**config.mk**
```make
export PLATFORM = sky130hd
export DESIGN_NAME = graph_bfs_dfs_engine
export DESIGN_NICKNAME = d
export VERILOG_FILES = /design/src/sv/gbfs_pkg.sv /design/src/sv/graph_bfs_dfs_engine.sv
export SDC_FILE = /design/constraint.sdc
export NUM_CORES = 2
export LEC_CHECK = 0
export BUFFER_PORTS_ARGS = -buffer_cell sky130_fd_sc_hd__clkbuf_2
export CORE_MARGIN = 2
export CORE_UTILIZATION = 25
export CTS_CLUSTER_DIAMETER = 50
export CTS_CLUSTER_SIZE = 25
export DETAILED_ROUTE_END_ITERATION = 16
export GPL_TIMING_DRIVEN = 0
export RECOVER_POWER = 100
export SLEW_MARGIN = 15
export SYNTH_ARGS = -nofsm -noshare
export SYNTH_HDL_FRONTEND = slang
export SYNTH_SLANG_ARGS = --single-unit
export TNS_END_PERCENT = 100
```
**constraint.sdc**
```tcl
create_clock -name i_clk -period 9.8 [get_ports i_clk]
set_input_delay 0.49 -clock i_clk [delete_from_list [all_inputs] [get_ports i_clk]]
set_output_delay 0.49 -clock i_clk [all_outputs]
set_load 0.01 [all_outputs]
```
**src/sv/gbfs_pkg.sv**
```systemverilog
`timescale 1ns / 1ps
`default_nettype none
// ----------------------------------------------------------------------------
// gbfs_pkg: shared codes for the graph search engine
// Graph sizes, command kinds and status codes.
// ----------------------------------------------------------------------------
package gbfs_pkg;
    typedef logic [2:0] t_kind;
    typedef logic [2:0] t_status;

    // graph sizes, fixed by the 4-bit vertex fields
    localparam int VERTICES         = 16;
    localparam int EDGES_PER_VERTEX = 16;

    localparam t_kind KIND_CLEAR = 3'd0;
    localparam t_kind KIND_ADD_V = 3'd1;
    localparam t_kind KIND_ADD_E = 3'd2;
    localparam t_kind KIND_DFS   = 3'd3;
    localparam t_kind KIND_BFS   = 3'd4;

    localparam t_status ST_OK    = 3'd0;
    localparam t_status ST_VOVF  = 3'd1;
    localparam t_status ST_INDEX = 3'd2;
    localparam t_status ST_SAME  = 3'd3;
    localparam t_status ST_FULL  = 3'd4;
endpackage
`default_nettype wire

```
**src/sv/graph_bfs_dfs_engine.sv**
```systemverilog
`timescale 1ns / 1ps
`default_nettype none
// ----------------------------------------------------------------------------
// graph_bfs_dfs_engine: directed graph store with DFS / BFS walk
// Edge lists live in one synchronous memory; a sequencer walks them.
// ----------------------------------------------------------------------------
// One command word is taken at a time. Clear, add vertex and add edge return
// one status word on the cycle after the command is taken. A search returns
// the visited vertices in order, the final one flagged by o_last; for each
// stored edge it walks it puts out the address, then takes the memory data,
// and each visited vertex adds an output handoff and a stack pop or queue
// step; the edge memory has a single read port. A new command is taken
// once the last word of the previous one has been handed over.
module graph_bfs_dfs_engine (
    input  wire        i_clk,
    input  wire        i_rst_n,
    input  wire        i_valid,
    output logic       o_ready,
    input  wire  [2:0] i_kind,
    input  wire  [3:0] i_edge_from,
    input  wire  [3:0] i_vertex,
    output logic       o_valid,
    input  wire        i_ready,
    output logic [2:0] o_status,
    output logic [3:0] o_visited_vertex,
    output logic       o_last
);
    localparam int VERTICES         = gbfs_pkg::VERTICES;
    localparam int EDGES_PER_VERTEX = gbfs_pkg::EDGES_PER_VERTEX;
    localparam int VW = (VERTICES > 1) ? $clog2(VERTICES) : 1;
    localparam int EW = (EDGES_PER_VERTEX > 1) ? $clog2(EDGES_PER_VERTEX) : 1;
    localparam int CW = $clog2(EDGES_PER_VERTEX + 1);
    localparam int NW = $clog2(VERTICES + 1);
    localparam int SW = $clog2(VERTICES + 1);

    localparam logic [2:0] S_IDLE = 3'd0;
    localparam logic [2:0] S_POP  = 3'd1; // pick next edge to read
    localparam logic [2:0] S_RD   = 3'd2; // edge memory data arrives
    localparam logic [2:0] S_OUT  = 3'd3; // wait for output to drain
    localparam logic [2:0] S_FIN  = 3'd4; // flag last visit

    // state registers
    logic [2:0]      r_state;
    logic [NW-1:0]   r_vcount;
    logic [CW-1:0]   r_ecount [VERTICES];
    logic            r_vis    [VERTICES];
    logic            r_dfs;
    logic [VW-1:0]   r_u;
    logic [CW-1:0]   r_pos;
    logic [SW-1:0]   r_top, r_head, r_tail;
    logic [VW-1:0]   r_stk_v [VERTICES];
    logic [CW-1:0]   r_stk_p [VERTICES];
    logic [VW-1:0]   r_queue [VERTICES];
    logic [4:0]      r_nres;
    logic            r_hold_v;
    logic [3:0]      r_hold_w;

    // edge memory, one row per vertex
    logic [3:0] r_mem [VERTICES*EDGES_PER_VERTEX];
    logic [3:0] r_rdata;
    logic       mem_we;
    logic       mem_re;
    logic [VW+EW-1:0] mem_wa, mem_ra;

    // read data holds until the next edge read
    always_ff @(posedge i_clk) begin
        if (mem_we) r_mem[mem_wa] <= i_vertex;
        if (mem_re) r_rdata <= r_mem[mem_ra];
    end

    // output register
    logic       r_ov;
    logic [2:0] r_ost;
    logic [3:0] r_ovx;
    logic       r_olast;
    assign o_valid          = r_ov;
    assign o_status         = r_ost;
    assign o_visited_vertex = r_ovx;
    assign o_last           = r_olast;
    wire out_free = !r_ov || i_ready;

    assign o_ready = (r_state == S_IDLE) && out_free;
    wire acc = i_valid && o_ready;

    wire [VW-1:0] from_i = i_edge_from[VW-1:0];
    wire [VW-1:0] v_i    = i_vertex[VW-1:0];
    wire from_ok = ({1'b0, i_edge_from} < 5'(r_vcount)) && (32'(i_edge_from) < VERTICES);
    wire v_ok    = ({1'b0, i_vertex} < 5'(r_vcount)) && (32'(i_vertex) < VERTICES);
    wire [CW-1:0] ec_from = r_ecount[from_i];

    assign mem_we = acc && i_kind == gbfs_pkg::KIND_ADD_E && i_edge_from != i_vertex
                    && from_ok && v_ok && 32'(ec_from) < EDGES_PER_VERTEX;
    assign mem_wa = {from_i, ec_from[EW-1:0]};

    // next edge selection for the walk
    wire [SW-1:0] tm1 = r_top - SW'(1);
    logic         have_edge;
    logic [VW-1:0] sel_u;
    logic [CW-1:0] sel_p;
    always_comb begin
        have_edge = 1'b0;
        sel_u = r_u;
        sel_p = r_pos;
        if (r_dfs) begin
            sel_u = r_stk_v[tm1[VW-1:0]];
            sel_p = r_stk_p[tm1[VW-1:0]] - CW'(1);
            have_edge = r_top != '0 && r_stk_p[tm1[VW-1:0]] != '0;
        end else begin
            have_edge = r_pos != '0;
            sel_p = r_pos - CW'(1);
        end
    end
    assign mem_ra = {sel_u, sel_p[EW-1:0]};
    assign mem_re = (r_state == S_POP) && have_edge;

    wire [VW-1:0] w  = r_rdata[VW-1:0];
    wire w_new = (32'(r_rdata) < VERTICES) && !r_vis[w];

    always_ff @(posedge i_clk) begin
        if (!i_rst_n) begin
            r_state  <= S_IDLE;
            r_vcount <= '0;
            r_ov     <= 1'b0;
            r_hold_v <= 1'b0;
            for (int i = 0; i < VERTICES; i++) begin
                r_ecount[i] <= '0;
                r_vis[i]    <= 1'b0;
            end
        end else begin
            if (r_ov && i_ready) r_ov <= 1'b0;
            case (r_state)
                S_IDLE: begin
                    if (acc) begin
                        r_ovx   <= '0;
                        r_olast <= 1'b1;
                        r_ost   <= gbfs_pkg::ST_OK;
                        r_ov    <= 1'b1;
                        case (i_kind)
                            gbfs_pkg::KIND_CLEAR: begin
                                r_vcount <= '0;
                                for (int i = 0; i < VERTICES; i++) begin
                                    r_ecount[i] <= '0;
                                    r_vis[i]    <= 1'b0;
                                end
                            end
                            gbfs_pkg::KIND_ADD_V: begin
                                if (32'(r_vcount) >= VERTICES) r_ost <= gbfs_pkg::ST_VOVF;
                                else r_vcount <= r_vcount + NW'(1);
                            end
                            gbfs_pkg::KIND_ADD_E: begin
                                if (i_edge_from == i_vertex) r_ost <= gbfs_pkg::ST_SAME;
                                else if (!from_ok || !v_ok) r_ost <= gbfs_pkg::ST_INDEX;
                                else if (32'(ec_from) >= EDGES_PER_VERTEX)
                                    r_ost <= gbfs_pkg::ST_FULL;
                                else r_ecount[from_i] <= ec_from + CW'(1);
                            end
                            gbfs_pkg::KIND_DFS, gbfs_pkg::KIND_BFS: begin
                                if (!v_ok) begin
                                    r_ost <= gbfs_pkg::ST_INDEX;
                                end else begin
                                    // start: emit start vertex into hold slot
                                    r_ov     <= 1'b0;
                                    r_hold_v <= 1'b1;
                                    r_hold_w <= i_vertex;
                                    r_nres   <= 5'd1;
                                    for (int i = 0; i < VERTICES; i++)
                                        r_vis[i] <= (i == 32'(v_i));
                                    r_dfs      <= (i_kind == gbfs_pkg::KIND_DFS);
                                    r_stk_v[0] <= v_i;
                                    r_stk_p[0] <= r_ecount[v_i];
                                    r_top      <= SW'(1);
                                    r_u        <= v_i;
                                    r_pos      <= r_ecount[v_i];
                                    r_queue[0] <= v_i;
                                    r_head     <= SW'(1);
                                    r_tail     <= SW'(1);
                                    r_state    <= S_POP;
                                end
                            end
                            default: r_ov <= 1'b0;
                        endcase
                    end
                end
                S_POP: begin
                    if (have_edge) begin
                        if (r_dfs) r_stk_p[tm1[VW-1:0]] <= sel_p;
                        else r_pos <= sel_p;
                        r_state <= S_RD;
                    end else if (r_dfs && r_top != '0) begin
                        r_top <= tm1;
                    end else if (!r_dfs && r_head < r_tail) begin
                        r_u    <= r_queue[r_head[VW-1:0]];
                        r_pos  <= r_ecount[r_queue[r_head[VW-1:0]]];
                        r_head <= r_head + SW'(1);
                    end else begin
                        r_state <= S_FIN;
                    end
                end
                S_RD: begin
                    if (w_new) begin
                        r_vis[w] <= 1'b1;
                        if (r_dfs) begin
                            if (32'(r_top) < VERTICES) begin
                                r_stk_v[r_top[VW-1:0]] <= w;
                                r_stk_p[r_top[VW-1:0]] <= r_ecount[w];
                                r_top <= r_top + SW'(1);
                            end
                        end else if (32'(r_tail) < VERTICES) begin
                            r_queue[r_tail[VW-1:0]] <= w;
                            r_tail <= r_tail + SW'(1);
                        end
                        if (r_nres < 5'd16) begin
                            r_nres <= r_nres + 5'd1;
                            // hand previous held visit to output
                            r_state <= S_OUT;
                        end else begin
                            r_state <= S_POP;
                        end
                    end else begin
                        r_state <= S_POP;
                    end
                end
                S_OUT: begin
                    if (out_free) begin
                        r_ov     <= 1'b1;
                        r_ost    <= gbfs_pkg::ST_OK;
                        r_ovx    <= r_hold_w;
                        r_olast  <= 1'b0;
                        r_hold_w <= r_rdata;
                        r_state  <= S_POP;
                    end
                end
                S_FIN: begin
                    if (out_free) begin
                        r_ov     <= 1'b1;
                        r_ost    <= gbfs_pkg::ST_OK;
                        r_ovx    <= r_hold_w;
                        r_olast  <= 1'b1;
                        r_hold_v <= 1'b0;
                        r_state  <= S_IDLE;
                    end
                end
                default: r_state <= S_IDLE;
            endcase
        end
    end

    // checks
    a_ready_idle: assert property (@(posedge i_clk) disable iff (!i_rst_n)
        o_ready |-> r_state == S_IDLE) else $error("ready outside idle");
    a_hold_in_search: assert property (@(posedge i_clk) disable iff (!i_rst_n)
        (r_state == S_POP || r_state == S_RD) |-> r_hold_v) else $error("hold lost");
    a_nres_bound: assert property (@(posedge i_clk) disable iff (!i_rst_n)
        r_nres <= 5'd16 || !r_hold_v) else $error("too many visits");
    a_status_word: assert property (@(posedge i_clk) disable iff (!i_rst_n)
        (o_valid && o_status != gbfs_pkg::ST_OK) |-> (o_last && o_visited_vertex == 4'd0))
        else $error("bad status word");
endmodule
`default_nettype wire

```
-- After elaboration in Yosys (flattened, before gate mapping)
Memory sizes are Yosys's and may differ from the RTL's. A register that Yosys moved wholly into a read port is not among the register bits.
Cells that the tools add are included.
- order comparisons: 9
- bitwise gates (word level): 48
- reductions and logical operators: 51
- add/subtract/negate cells: 9
- shift operators: 0
- multiply operators: 0
- eq/ne operators: 46
- div/mod/pow operators: 0
- multiplexer cells: 184
- operators with widths (kind ; number):
    two-way mux 5 bit ; 44
    two-way mux 1 bit ; 91
    two-way mux 4 bit ; 19
    case mux 5 bit (2 select lines) ; 5
    OR 1 bit ; 48
    two-way mux 3 bit ; 13
    equality test 4 bit (first input constant) ; 8
    adder 5 x 1 -> 5 bit (second input constant) ; 6
    inequality test 2 bit (second input constant) ; 13
    case mux 4 bit (2 select lines) ; 3
    AND reduction 8 bit ; 3
    < comparator 5 bit (second input constant) ; 4
    equality test 3 x 4 -> 1 bit (first input constant) ; 4
    case mux 3 bit (5 select lines) ; 1
    case mux 5 bit (3 select lines) ; 1
    nonzero test 5 bit ; 3
    OR reduction 5 bit ; 3
    subtractor 5 x 1 -> 5 bit (second input constant) ; 3
    AND reduction 7 bit ; 2
    equality test 3 x 2 -> 1 bit (second input constant) ; 4
    logical AND 1 bit ; 12
    greater-or-equal comparator 5 bit (second input constant) ; 2
    < comparator 4 x 5 -> 1 bit ; 2
    AND reduction 10 bit ; 1
    other kinds (28) ; 52
- word-level logic and storage cells: 367
- bits in writable memories: 1328
- latch bits: 0
- memories kept: 6
- flip-flop bits (word level): 51
- input bits: 15
- output and inout port bits: 10
- ROM bits: 0
- memory list (memory ; depth ; bits a word ; read ports ; clocked after memory_dff ; wr ports ; line ; text):
    r_mem ; 256 ; 4 ; 1 ; 1 ; 1 ; graph_bfs_dfs_engine.sv:59 ; logic [3:0] r_mem [VERTICES*EDGES_PER_VERTEX];
    r_ecount ; 16 ; 5 ; 4 ; 0 ; 16 ; graph_bfs_dfs_engine.sv:45 ; logic [CW-1:0] r_ecount [VERTICES];
    r_stk_p ; 16 ; 5 ; 1 ; 0 ; 1 ; graph_bfs_dfs_engine.sv:52 ; logic [CW-1:0] r_stk_p [VERTICES];
    r_queue ; 16 ; 4 ; 1 ; 1 ; 1 ; graph_bfs_dfs_engine.sv:53 ; logic [VW-1:0] r_queue [VERTICES];
    r_stk_v ; 16 ; 4 ; 1 ; 0 ; 1 ; graph_bfs_dfs_engine.sv:51 ; logic [VW-1:0] r_stk_v [VERTICES];
    r_vis ; 16 ; 1 ; 1 ; 0 ; 16 ; graph_bfs_dfs_engine.sv:46 ; logic r_vis [VERTICES];

-- Depth between registers and ports, before layout
- word-level depth: 12
- gate-level depth with buffers: 27
- gate-level depth less buffers: 18

-- Worst setup path before layout
No wires, ideal clock.
- path kind: register to register
- from: register r_top[0]
- to: register r_rdata[1] (read register of r_mem), data pin
- required time: 9.527 ns
- path slack: 3.965 ns
- path buffers: 10
- library setup time: 0.273 ns
- stages on the path, launching flop included: 25
- arrival time: 5.563 ns
- clock period less this slack: 5.835 ns
- cells stage by stage: edfxtp_1 -> buf_6 -> buf_6 -> buf_4 -> clkinv_1 -> ha_1 -> buf_2 -> mux4_2 -> o21ai_1 -> a211oi_1 -> or3_1 -> buf_6 -> inv_2 -> clkbuf_1 -> ha_1 -> inv_1 -> clkbuf_1 -> clkbuf_1 -> clkbuf_1 -> clkbuf_1 -> mux4_2 -> mux2i_1 -> o32ai_1 -> nor4b_1 -> nand4_1
- cells in the longest elaborated chain, start to end: 6
- elaborated cells on any way between the ends: 11
- those cells by class: add/sub (2); mux (3); reduce/logical (4); memory (2)
- RTL lines (what ; line ; text):
    from (decl) ; graph_bfs_dfs_engine.sv:50 ; logic [SW-1:0] r_top, r_head, r_tail;
    from (signal assigned) ; graph_bfs_dfs_engine.sv:190 ; r_top <= tm1;
    from (signal assigned) ; graph_bfs_dfs_engine.sv:206 ; r_top <= r_top + SW'(1);
    parallel branches: the longest is 6 deep, another holds subtractor 5 x 1 -> 5 bit ; n/a ;
    to (decl) ; graph_bfs_dfs_engine.sv:60 ; logic [3:0] r_rdata;
Parallel ways; which one is timed is not known.
A chain may end at the register's enable or synchronous reset.

-- Worst setup path in the final report
Same ends and word-level chain as after synthesis.

==> impl_metrics.ini <==
[layout]
fin_util_pct = 28.61
final_nets = 3580
drive_above_1_share_pct = 19.29
areaGrowthSynthToFinish_pct = 14.06

[clocking]
cts_sinks = 1387
cts_tree = done
clockRootBuffer = clkbuf_16
clk_path_buf_depth = 3
cts-buffers-inserted = 111
post_cts_buffers = 0
clk_latency_ns = 0.78
clk_pin_slew_ns = 0.07
holdBufCountCts = 0
cts_max_level = 3

[critical_path]
cp-end-kind = register
worstPathRequired_ns = 10.12
critPathKind = reg2reg
crit_path_start_kind = register
crit_path_max_fanout = 10
crit_path_frequent_cell = clkbuf_1
cp_slowest_cell = clkbuf_1
critPathMaxStageDelay_ns = 0.79
critPathArrivalTime_ns = 10.11

[outcome]
violations = max-capacitance violations, max-slew violations
status = complete, but fails checks

[grt]
grt_pass1_wl_um = 238000
grt_max_degree = 121
grt_overflow_total = 0
antenna_found_initial = 8
grt_pass1_vias = 32810
grt_usage_pct = 13.65

[yosys]
synth_xor_area_share_pct = 0.4186
yosys_warnings = 0
synth.cell_area_um2 = 58890
syn_avg_cell_area_um2 = 17.35
netlist_instances = 3395
synthMuxAreaShare_pct = 16.60
synthArstFlopShare_pct = 0
seq_area_frac_synth_pct = 70.23
synth_nets = 3431
synth_seq_cells = 1387
synth_fa_ha_area_share_pct = 0.4462
synth_compound_area_share_pct = 3.504
synth_top_family_by_area = multiplexers
yosysUniqueCellTypes = 75
synth-edff-count = 1358
synth-simple-area-share_pct = 6.750
yosys_most_used_dff = edfxtp_1

[route]
drc = 0
routed_wl_um = 166200
drt_first_pass_iters = 7
drt-initial-drc-count = 4636
vias = 33630
avgRoutedWirePerCell_um = 24.47
vias_per_cell = 4.951
ant_nets = 0

[timing]
setup_violations = 0
timing.final.crit_share_pct = 99.89
final.setup_skew_ns = 0.04847
slew_viol_final = 602
rsz0062_at_grt = no
tightest_slew_ns = 5.124
post-route-min-period_ns = 9.789
clock.fmax_mhz = 102.2
fin_setup_tns_ns = 0
setup_ws_ns = 0.01083
slew_headroom_pct = -241.6
hold_viol_final = 0

[flow_run]
drv_cap = 10

[placed_design]
dp_hpwl_um = 116100
pre_cts_slack_ns = -0.4869
io_buffers = 22
gp_congestion = 0.9390

[power]
ir_drop_v = 0.0001703
p_leak_nw = 20.20
power.density_nw_per_um2 = 254.8
power_w = 0.01711

[die]
start_util_pct = 25.09
die_w_um = 489.3
die-area_um2 = 239500
core_area_um2 = 234700
top_level_ports = 25
die_h_um = 489.3
num_rows = 178

[hold_path]
hold_path_class = in2reg
==> final timing paths <==
| path | start | end | slack (ns) | cells past startpoint |
|---|---|---|---|---|
| setup reg to reg | r_top[0]$_DFFE_PP_ | r_rdata[1]$_DFFE_PP_ | 0.01 | 25 |
| hold reg to reg | r_vis[7]$_DFF_P_ | r_vis[7]$_DFF_P_ | 0.48 | 2 |
| setup / recovery | r_top[0]$_DFFE_PP_ | r_rdata[1]$_DFFE_PP_ | 0.01 | 25 |
| hold / removal | i_rst_n | o_last$_DFFE_PP_ | 0.17 | 3 |
==> cells by family after synthesis <==
family / count (synthesis)
fa+ha+maj: 21
simple gates: 930
compound gates: 293
xor+xnor: 26
buf+inv: 257
mux: 481
flops: 1387
==> sequential cells by signal, indices dropped and copies added, names as in the netlist, 16 cells and up, named ones only <==
register / cells
r_ecount: 80
r_mem: 1024
r_queue: 64
r_stk_p: 80
r_stk_v: 64
r_vis: 16
==> report_power, final <==
group / leakage, nW / switching (W) / internal [W]
logic: 5.70 / 0.00348 / 0.00198
clock network: 1.94 / 0.00246 / 0.00247
registers: 12.6 / 0.0000672 / 0.00666
total: 20.2 / 0.00600 / 0.0111
==> stage by stage <==
stage | hold slack, ns | cells | area [um2]
floorplan | 0.4219 | 3395 | 58890
finish | 0.1723 | 6793 | 67170
global route | 0.1525 | 6791 | 67160
global placement | 0.4550 | 6567 | 62940
detailed placement | 0.4653 | 6581 | 63270
CTS | 0.1043 | 6790 | 67330
==> per-layer routing <==
metal | wire [um] | up-vias | part of all wire (%) | global-route usage, %
met5 | 11 | - | 0.0066 | 0
li1 | - | 13910 | - | -
met2 | 76960 | 1775 | 46 | 21.49
met3 | 15400 | 352 | 9.3 | 3.031
met1 | 67240 | 17590 | 40 | 18.46
met4 | 6585 | 2 | 4.0 | 4.894
==> layout make-up <==
type | count | area [um2]
timing repair buffer | 36 | 264.0
inverter | 26 | 97.59
sequential | 1387 | 41360
antenna | 3 | 7.507
tap | 3150 | 3941
buffer | 231 | 1131
multi-input combinational | 1751 | 16330
clock inverter | 92 | 1174
fill | 23290 | 167600
clock buffer | 117 | 2864
==> cell usage in the layout (no fill, tap or decap), types with 18 or more instances in the layout <==
master / n
mux2i_1: 69
nor2_1: 458
clkbuf_16: 114
dfxtp_1: 29
buf_6: 18
nand3_1: 38
edfxtp_1: 1358
nand4_1: 18
or2_2: 18
ha_1: 21
nor2b_1: 22
mux4_2: 395
clkinv_8: 18
a22oi_1: 44
buf_2: 20
inv_1: 23
clkbuf_1: 184
nand2_1: 259
a21oi_1: 69
o21ai_0: 33
a2111oi_0: 28
nor3_1: 33
==> critical path, delay by kind of cell, from the launching register on <==
kind                     cells  cell delay [ns]
AO/OA/AOI/OAI                5             1.08
flip-flops                   1             0.39
buffers and inverters       13             5.03
adder cells (fa/ha/maj)      2             0.88
AND/OR/NAND/NOR              4             1.53
multiplexers                 1             0.41
==> cells in the mapped netlist (all sizes together) (5+ instances only) <==
| library cell | count | share of area [%] |
|---|---|---|
| edfxtp | 1358 | 69 |
| nor2 | 459 | 2.9 |
| mux4 | 395 | 15 |
| nand2 | 259 | 1.7 |
| clkbuf | 159 | 1.0 |
| buf | 72 | 0.86 |
| a21oi | 70 | 0.60 |
| mux2i | 69 | 1.2 |
| a22oi | 44 | 0.56 |
| nand3 | 39 | 0.34 |
| nor3 | 34 | 0.30 |
| o21ai | 34 | 0.29 |
| a2111oi | 29 | 0.43 |
| dfxtp | 29 | 0.99 |
| inv | 24 | 0.15 |
| nor2b | 22 | 0.23 |
| ha | 21 | 0.45 |
| or2 | 20 | 0.21 |
| nand4 | 18 | 0.19 |
| nor4 | 18 | 0.20 |
| mux2 | 17 | 0.33 |
| or3 | 17 | 0.18 |
| a211oi | 13 | 0.17 |
| xnor2 | 13 | 0.23 |
| xor2 | 13 | 0.19 |
| a32oi | 12 | 0.18 |
| nand2b | 12 | 0.13 |
| o22ai | 11 | 0.12 |
| and2 | 10 | 0.11 |
| o2111ai | 8 | 0.12 |
| o31ai | 8 | 0.11 |
| a21o | 7 | 0.089 |
| a221oi | 7 | 0.11 |
| or4 | 7 | 0.089 |
| a31oi | 6 | 0.064 |
| o211ai | 6 | 0.076 |
| a221o | 5 | 0.085 |
| nor3b | 5 | 0.064 |
| o41ai | 5 | 0.074 |
==> what timing repair did <==
item / in CTS / in global routing
pin swaps: 0 / 0
gates resized for setup: 8 / 8
setup endpoints to repair: 4 / 2
endpoints found under the hold margin: 0 / 0
Note: power is estimated with default switching activity, not from simulation.
